<file path="src/sv/opp_pkg.sv">
// opp_pkg: shared constants for the onset peak picker.
// Holds configuration register indexes, field widths and reset values.
// No dependencies; compiled first.
package opp_pkg;

	// configuration register indexes
	localparam int unsigned CFG_INDEX_BITS = 8;
	localparam logic [CFG_INDEX_BITS-1:0] REG_THRESHOLD_OFFSET = 8'd0;
	localparam logic [CFG_INDEX_BITS-1:0] REG_HOLDOFF_FRAMES   = 8'd1;

	// register widths and reset values
	localparam int unsigned OFFSET_BITS = 16;
	localparam int unsigned HOLD_BITS   = 4;
	localparam logic [OFFSET_BITS-1:0] OFFSET_RESET = 16'd13107; // 0.2 in Q0.16
	localparam logic [HOLD_BITS-1:0]   HOLD_RESET   = 4'd3;

	// five-value window around the decided frame, centre at index 2
	localparam int unsigned WIN_LEN = 5;
	localparam int unsigned WIN_MID = 2;

endpackage

</file>
<file path="src/sv/opp_decide.sv">
// opp_decide: peak test for one five-value window (local max and median threshold).
// Purely combinational; uses opp_pkg for window length and offset width.
module opp_decide #(
	parameter int unsigned VALUE_BITS = 16
) (
	input  logic [opp_pkg::WIN_LEN-1:0][VALUE_BITS-1:0] win,
	input  logic [opp_pkg::OFFSET_BITS-1:0]             threshold_offset,
	output logic                                        pass
);

	localparam int unsigned SUM_W =
		((VALUE_BITS > opp_pkg::OFFSET_BITS) ? VALUE_BITS : opp_pkg::OFFSET_BITS) + 1;

	logic [2:0]            rank [opp_pkg::WIN_LEN];
	logic [VALUE_BITS-1:0] med;
	logic [SUM_W-1:0]      thr_sum;
	logic [VALUE_BITS-1:0] c;

	// rank with ties broken by position; exactly one element has rank 2
	always_comb begin
		for (int i = 0; i < opp_pkg::WIN_LEN; i++) begin
			rank[i] = 3'd0;
			for (int j = 0; j < opp_pkg::WIN_LEN; j++) begin
				if (j != i) begin
					if ((win[j] < win[i]) || ((win[j] == win[i]) && (j < i))) begin
						rank[i] = rank[i] + 3'd1;
					end
				end
			end
		end
		med = '0;
		for (int i = 0; i < opp_pkg::WIN_LEN; i++) begin
			if (rank[i] == 3'(opp_pkg::WIN_MID)) begin
				med = med | win[i];
			end
		end
	end

	assign c       = win[opp_pkg::WIN_MID];
	assign thr_sum = SUM_W'(med) + SUM_W'(threshold_offset);
	assign pass    = (c > win[opp_pkg::WIN_MID-1]) && (c > win[opp_pkg::WIN_MID+1]) &&
	                 (SUM_W'(c) > thr_sum);

endmodule

</file>
<file path="src/sv/onset_peak_picker.sv">
// onset_peak_picker: one decision per frame, two frames late; 1 frame/cycle sustained when
// out_stall is low. A decision is computed from the input register into the output register.
// An end-of-stream frame holds the input register until its 1 to 3 flushed decisions are out.
// Reset (arst_n low, async) clears window, counters, holdoff and handshakes;
// threshold_offset returns to 13107 and holdoff_frames to 3. Uses opp_pkg and opp_decide.
module onset_peak_picker #(
	parameter int unsigned VALUE_BITS = 16,
	parameter int unsigned INDEX_BITS = 16
) (
	input  logic                               clk,
	input  logic                               arst_n,
	// frame input
	input  logic                               in_valid,
	output logic                               in_stall,
	input  logic [VALUE_BITS-1:0]              novelty_value,
	input  logic                               end_of_stream,
	// decision output
	output logic                               out_valid,
	input  logic                               out_stall,
	output logic                               is_peak,
	output logic [INDEX_BITS-1:0]              frame_index,
	output logic                               last_decision,
	// configuration writes
	input  logic                               cfg_valid,
	output logic                               cfg_ready,
	input  logic [opp_pkg::CFG_INDEX_BITS-1:0] cfg_index,
	input  logic [opp_pkg::OFFSET_BITS-1:0]    cfg_data
);

	// configuration registers
	logic [opp_pkg::OFFSET_BITS-1:0] thr_q;
	logic [opp_pkg::HOLD_BITS-1:0]   hold_cfg_q;

	// input register (one frame request)
	logic                  valid_s1;
	logic [VALUE_BITS-1:0] value_s1;
	logic                  eos_s1;

	// sequence state: four previous values, oldest at index 0
	logic [VALUE_BITS-1:0]         win_q [4];
	logic [INDEX_BITS-1:0]         frames_q;   // index of next decided frame
	logic [opp_pkg::HOLD_BITS-1:0] holdoff_q;  // frames still suppressed
	logic [1:0]                    fill_q;     // warm-up count, 0..2
	logic [1:0]                    flush_k_q;  // decisions already flushed for the eos frame

	// output register
	logic                  out_valid_q;
	logic                  is_peak_q;
	logic [INDEX_BITS-1:0] frame_index_q;
	logic                  last_q;

	logic [opp_pkg::WIN_LEN-1:0][VALUE_BITS-1:0] win_sel;
	logic [1:0] centre_off;
	logic       needs_result;
	logic       out_free;
	logic       emit;
	logic       last_emit;
	logic       done;
	logic       pass;
	logic       peak;

	assign cfg_ready = 1'b1;

	// The window is (w0 w1 w2 w3 x 0 0); a normal frame decides at offset 0.
	// On end of stream the pending frames are decided oldest first, and the
	// offset walks up to 2 so that the trailing zeros pad the window.
	assign centre_off   = 2'd2 - fill_q + flush_k_q;
	assign needs_result = eos_s1 || (fill_q == 2'd2);
	assign out_free     = !out_valid_q || !out_stall;
	assign emit         = valid_s1 && needs_result && out_free;
	assign last_emit    = !eos_s1 || (centre_off == 2'd2);
	assign done         = valid_s1 && (!needs_result || (out_free && last_emit));
	assign in_stall     = valid_s1 && !done;

	always_comb begin
		case (centre_off)
			2'd1: begin
				win_sel = {{VALUE_BITS{1'b0}}, value_s1, win_q[3], win_q[2], win_q[1]};
			end
			2'd2: begin
				win_sel = {{VALUE_BITS{1'b0}}, {VALUE_BITS{1'b0}}, value_s1, win_q[3], win_q[2]};
			end
			default: begin
				win_sel = {value_s1, win_q[3], win_q[2], win_q[1], win_q[0]};
			end
		endcase
	end

	opp_decide #(
		.VALUE_BITS(VALUE_BITS)
	) u_decide (
		.win             (win_sel),
		.threshold_offset(thr_q),
		.pass            (pass)
	);

	// holdoff wins over the peak test
	assign peak = (holdoff_q == '0) && pass;

	// configuration; unknown indexes are dropped
	always_ff @(posedge clk or negedge arst_n) begin
		if (!arst_n) begin
			thr_q      <= opp_pkg::OFFSET_RESET;
			hold_cfg_q <= opp_pkg::HOLD_RESET;
		end else if (cfg_valid && cfg_ready) begin
			case (cfg_index)
				opp_pkg::REG_THRESHOLD_OFFSET: thr_q      <= cfg_data;
				opp_pkg::REG_HOLDOFF_FRAMES:   hold_cfg_q <= cfg_data[opp_pkg::HOLD_BITS-1:0];
				default: ;
			endcase
		end
	end

	// input register
	always_ff @(posedge clk or negedge arst_n) begin
		if (!arst_n) begin
			valid_s1 <= 1'b0;
		end else if (in_valid && !in_stall) begin
			valid_s1 <= 1'b1;
		end else if (done) begin
			valid_s1 <= 1'b0;
		end
	end

	always_ff @(posedge clk) begin
		if (in_valid && !in_stall) begin
			value_s1 <= novelty_value;
			eos_s1   <= end_of_stream;
		end
	end

	// sequence state; the end-of-stream clear comes last and overrides
	always_ff @(posedge clk or negedge arst_n) begin
		if (!arst_n) begin
			for (int i = 0; i < 4; i++) begin
				win_q[i] <= '0;
			end
			frames_q  <= '0;
			holdoff_q <= '0;
			fill_q    <= 2'd0;
			flush_k_q <= 2'd0;
		end else begin
			if (emit) begin
				if (holdoff_q != '0) begin
					holdoff_q <= holdoff_q - opp_pkg::HOLD_BITS'(1);
				end else if (pass) begin
					holdoff_q <= hold_cfg_q;
				end
				if (frames_q != '1) begin
					frames_q <= frames_q + INDEX_BITS'(1);
				end
			end
			if (done) begin
				if (eos_s1) begin
					for (int i = 0; i < 4; i++) begin
						win_q[i] <= '0;
					end
					frames_q  <= '0;
					holdoff_q <= '0;
					fill_q    <= 2'd0;
					flush_k_q <= 2'd0;
				end else begin
					win_q[0] <= win_q[1];
					win_q[1] <= win_q[2];
					win_q[2] <= win_q[3];
					win_q[3] <= value_s1;
					if (fill_q != 2'd2) begin
						fill_q <= fill_q + 2'd1;
					end
				end
			end else if (emit) begin
				flush_k_q <= flush_k_q + 2'd1;
			end
		end
	end

	// output register: refills in the same cycle it drains
	always_ff @(posedge clk or negedge arst_n) begin
		if (!arst_n) begin
			out_valid_q <= 1'b0;
		end else if (out_free) begin
			out_valid_q <= emit;
		end
	end

	always_ff @(posedge clk) begin
		if (emit) begin
			is_peak_q     <= peak;
			frame_index_q <= frames_q;
			last_q        <= eos_s1 && last_emit;
		end
	end

	assign out_valid     = out_valid_q;
	assign is_peak       = is_peak_q;
	assign frame_index   = frame_index_q;
	assign last_decision = last_q;

	// checks on internal sequencing
	a_stall_needs_item: assert property (@(posedge clk) disable iff (!arst_n)
		in_stall |-> valid_s1)
		else $error("input stalled with empty input register");

	a_fill_range: assert property (@(posedge clk) disable iff (!arst_n)
		fill_q != 2'd3)
		else $error("warm-up count out of range");

	a_flush_only_eos: assert property (@(posedge clk) disable iff (!arst_n)
		(flush_k_q != 2'd0) |-> (valid_s1 && eos_s1 && (flush_k_q <= fill_q)))
		else $error("flush counter running outside an end-of-stream frame");

	a_peak_arms_holdoff: assert property (@(posedge clk) disable iff (!arst_n)
		(emit && peak && !eos_s1 && (hold_cfg_q != '0)) |=> (holdoff_q != '0))
		else $error("peak did not start holdoff");

endmodule
</file>
<file path="config.mk">
export PLATFORM = sky130hd
export DESIGN_NAME = onset_peak_picker
export DESIGN_NICKNAME = d
export VERILOG_FILES = /design/src/sv/opp_pkg.sv /design/src/sv/opp_decide.sv /design/src/sv/onset_peak_picker.sv
export SDC_FILE = /design/constraint.sdc
export NUM_CORES = 1
export LEC_CHECK = 0
export ABC_AREA = 1
export BUFFER_PORTS_ARGS = -buffer_cell sky130_fd_sc_hd__buf_2
export CAP_MARGIN = 20
export CORE_MARGIN = 2
export CORE_UTILIZATION = 57
export CTS_CLUSTER_SIZE = 14
export DETAILED_ROUTE_END_ITERATION = 10
export GPL_ROUTABILITY_DRIVEN = 0
export MAX_ROUTING_LAYER = met4
export PLACE_DENSITY = 0.86
export SKIP_LAST_GASP = 1
export SYNTH_ARGS = -nofsm -noshare
export SYNTH_HDL_FRONTEND = slang
export SYNTH_SLANG_ARGS = --single-unit
</file>
<file path="constraint.sdc">
create_clock -name clk -period 7.9 [get_ports clk]
set_input_delay 1.185 -clock clk [delete_from_list [all_inputs] [get_ports clk]]
set_output_delay 1.185 -clock clk [all_outputs]
set_load 0.03 [all_outputs]
</file>
==> results of run 1 <==
[through the flow]
stage	util (%)	setup TNS, ps
2_1_floorplan	-	0
3_3_place_gp	67.5	-526
3_5_place_dp	67.5	-2320
4_1_cts	72.1	0
[what timing repair did]
| item | in CTS |
|---|---|
| buffers inserted | 14 |
| gates cloned | 2 |
| endpoints found under the setup margin | 5 |
| resized for setup | 70 |
| pin swaps | 18 |
| hold buffers | 0 |
[layer usage]
| metal | GRT overflow | GRT usage, % |
|---|---|---|
| met3 | 1 | 48.5 |
| met1 | 0 | 65.2 |
| met4 | 24 | 63.7 |
| met5 | - | - |
| met2 | 45 | 83.0 |
[kinds of logic after synthesis]
| family | count (synthesis) | synth area share, % |
|---|---|---|
| AND/OR/NAND/NOR | 760 | 26.2 |
| adder cells (fa/ha/maj) | 202 | 18.8 |
| other | 1 | 0.0278 |
| multiplexers | 12 | 1.00 |
| XOR/XNOR | 24 | 1.56 |
| buffers and inverters | 333 | 9.92 |
| AO/OA/AOI/OAI | 321 | 14.3 |
| flip-flops | 145 | 28.3 |
==> reports/results.tsv, run 1 <==
stage	metric	value	unit
status	status	did not finish	
status	Failed at	5_1_grt	
status	first error	[ERROR GRT-0232] Routing congestion too high. Check the congestion heatmap in the GUI.	
synthesis	commonest cells in the netlist	368 x nand2_1, 267 x inv_1, 201 x ha_1	
clocking	clk buf depth	2	
sta	Crit. endpoint post-GRT repair	holdoff_q[1]$_DFF_PN0_/D	
synthesis	part of the Yosys area used for sequential elements	28.3	%
place	Port Buffers	65	
die	row cnt	56	
place	post-place setup slack	-527	ps
die	DIE WIDTH	158	um
synthesis	Synth Register Bits	145	
clocking	TritonCTS buffer count	17	
die	Die Ht	158	um
sta	WEP type	sequential cell input	
clocking	CTS HTree Levels	4	
clocking	TritonCTS Sinks	145	
synthesis	synth unique cells	56	
grt	largest net degree at the start of global routing	117	
grt	gr usage total	66.5	%
place	post-DP HPWL	32.8	mm
clocking	Root Buffer	clkbuf_16	
synthesis	Synth Flop Type	dfrtp_1	
grt	grt ovf	70	
synthesis	Synth area leaders	ha_1 19%, dfrtp_1 19%, nand2_1 10%	
die	IO Pins	67	
synthesis	Yosys top cell area share	18.6	%
synthesis	Post-Syn Area	13500	sq um
place	Placed Cells	2365	
synthesis	asr flop ratio synth	75.9	%
synthesis	Yosys warning count	0	
die	initial core utilization	57.7	%
synthesis	count leader, synth	nand2_1	
synthesis	Cells after Synth	1798	
place	Area after DPL	15800	sq um
synthesis	EDFF count, synth	35	
synthesis	cell taking the most area after synthesis	ha_1	
synthesis	Post-Syn Area per Cell	7.51	sq um
synthesis	syn nets	2046	
==> inputs of run 2 (changes only) <==
Settings changed: CORE_UTILIZATION 57 to 40, CTS_CLUSTER_SIZE 14 to default, MAX_ROUTING_LAYER met4 to default, PLACE_DENSITY 0.86 to default, PLACE_DENSITY_LB_ADDON from default to 0.15.
Clock period 7.9 ns to 10.3 ns, I/O delays scaled along.
==> run 2 against run 1 <==
Area after synthesis is the same. Synthesized cell count is the same. The flow now finishes without violations.
==> reports/results.tsv, run 2 <==
stage	metric	value	unit	change
synthesis	syn nets	2046		unchanged
finish	most flop-heavy register	win_q		
clocking	CTS tree	done		
grt	initial antenna violation count	0		
synthesis	asr flop ratio synth	75.9	%	unchanged
die	DIE WIDTH	188	um	+19%
route	post-route ant nets	0		
sta	min Tclk post-route	9360	ps	
grt	gr usage total	23.2	%	
clocking	Clk Latency, worst-skew pair	460	ps	
clocking	clk buf depth	2		unchanged
setup_path	Max stage delay on crit path	500	ps	
sta	fin crit share	90.9	%	
route	initial DRC count	951		
setup_path	slowest cell on the critical path	o221ai_1		
grt	first-pass GRT wire length	63.7	mm	
synthesis	Yosys top cell area share	18.6	%	unchanged
synthesis	EDFF count, synth	35		unchanged
place	Area after DPL	14300	sq um	-9.4%
synthesis	synth unique cells	56		unchanged
sta	Fin. Hold Viols	0		
status	status	finished clean		
synthesis	Post-Syn Area	13500	sq um	unchanged
sta	slew margin rel.	33.0	%	
die	Die Ht	188	um	+19%
finish	layout filler cell count	3455		
synthesis	Synth area leaders	ha_1 19%, dfrtp_1 19%, nand2_1 10%		
finish	most common cell after layout, fill and taps aside	nand2_1		
synthesis	Synth Register Bits	145		unchanged
finish	sequential cell area	3820	sq um	
synthesis	Cells after Synth	1798		unchanged
grt	largest net degree at the start of global routing	116		
clocking	CTS clk-pin slew, worst paths	70	ps	
synthesis	cell taking the most area after synthesis	ha_1		
setup_path	Critical Path Source Type	flip-flop		
die	core box area	33400	sq um	
setup_path	Worst Path Required	10630	ps	
route	drt drc	0		
synthesis	count leader, synth	nand2_1		
setup_path	Setup crit end kind	flip-flop		
sta	Tightest Pin Transition	1010	ps	
sta	Finish-stage setup viols	0		
synthesis	Synth Flop Type	dfrtp_1		
route	Final Routed Wirelength	39.9	mm	
clocking	TritonCTS buffer count	17		unchanged
synthesis	Post-Syn Area per Cell	7.51	sq um	unchanged
setup_path	CP Class	flip-flop to flip-flop		
finish	layout cells sized above 1	13.5	%	
synthesis	part of the Yosys area used for sequential elements	28.3	%	unchanged
finish	Nets	2104		
finish	area grow syn2layout	11.3	%	
sta	Final Slew Violations	0		
clocking	CTS HTree Levels	4		unchanged
finish	design area	15000	sq um	
run	Max-cap violations	0		
clocking	TritonCTS Sinks	145		unchanged
min_path	worst hold path class	flip-flop to flip-flop		
route	routed vias	12300		
clocking	Root Buffer	clkbuf_16		
finish	most frequent cells in the layout	365 x nand2_1, 266 x inv_1, 200 x ha_1		
sta	Hold WS	452	ps	
die	row cnt	67		+20%
grt	number of global-route vias before repair	11700		
route	router iterations before antenna repair	5		
finish	# diodes	0		
route	DR vias/cell	5.30		
finish	multi-input logic area	8460	sq um	
synthesis	commonest cells in the netlist	368 x nand2_1, 267 x inv_1, 201 x ha_1		
finish	final core occ	45.1	%	
die	initial core utilization	40.5	%	-17 points
die	total die area	35300	sq um	
grt	grt ovf	0		
die	IO Pins	67		unchanged
place	Port Buffers	65		unchanged
synthesis	Yosys warning count	0		unchanged
route	wire per inst	17.2	um	
setup_path	CP most frequent cell	nand2_1		
sta	Fmax	107	MHz	
sta	worst clock skew	14.8	ps	
setup_path	crit path max fanout	14		
finish	number of flip-flops in the largest register	64		
place	post-DP HPWL	31.6	mm	-3.8%
setup_path	WP data arrival	9690	ps	
run 2: cell counts after synthesis:
No cell type changed its count.
run 2: layout make-up:
class | count | share of cell area (%)
Clock buffer | 19 | 3.09
Inverter | 276 | 6.95
Sequential cell | 145 | 25.4
Clock inverter | 13 | 0.732
Tap cell | 448 | 3.73
Timing Repair Buffer | 96 | 3.86
Multi-Input combinational cell | 1320 | 56.3
run 2: worst max-delay path, delay by kind of cell (launching register included):
| family | cells | cell delay, ps |
|---|---|---|
| compound gates | 9 | 2140 |
| xor+xnor | 2 | 310 |
| fa+ha+maj | 7 | 2140 |
| buf+inv | 9 | 1140 |
| flops | 1 | 370 |
| simple gates | 27 | 3090 |
run 2: kinds of logic after synthesis:
kind of cell               Yosys count  synth area share [%]
xor gates and xnor gates            24                  1.56
muxes                               12                  1.00
adders and majority gates          202                  18.8
other                                1                0.0278
buffers and inverters              333                  9.92
AOI/OAI and AO/OA                  321                  14.3
and+or+nand+nor                    760                  26.2
DFF                                145                  28.3
run 2: final timing paths:
path / from / end / slack (ps) / depth (start not counted)
worst min register to register: frames_q[15] / frame_index[15] / 450 / 0
worst max register to register: flush_k_q[0] / holdoff_q[1] / 940 / 54
max in group asynchronous: arst_n / holdoff_q[0] / 7830 / 2
worst min-delay path: frames_q[15] / frame_index[15] / 450 / 0
min in group asynchronous: arst_n / win_q[15] / 1070 / 1
worst max-delay path: flush_k_q[0] / holdoff_q[1] / 940 / 54
run 2: what timing repair did:
item | CTS | global route
hold buffers | 0 | 0
gates resized for setup | 0 | 18
setup buffers | 0 | 2
endpoints found under the setup margin | 0 | 5
run 2: stage by stage:
| stage | setup TNS, ps | cells | setup slack, ps |
|---|---|---|---|
| floorplan | 0 | 1798 | 2360 |
| global placement | 0 | 2281 | 1060 |
| detailed placement | 0 | 2281 | 759 |
| CTS | 0 | 2313 | 683 |
| global route | -4.89 | 2317 | -4.89 |
| finish | 0 | 2317 | 941 |
run 2: layer usage:
| metal | part of all wire [%] | wire [um] | track usage (%) | vias to the layer above |
|---|---|---|---|---|
| li1 | - | - | - | 6207 |
| met1 | 45 | 17900 | 29.9 | 5661 |
| met2 | 47 | 18800 | 38.9 | 332 |
| met3 | 4.1 | 1650 | 2.98 | 80 |
| met4 | 4.0 | 1590 | 9.90 | 0 |
| met5 | 0 | 0 | 0 | - |
Power of run 2 is not shown: default switching activity piles up to over one toggle a cycle in this logic, so the estimate is an artifact.
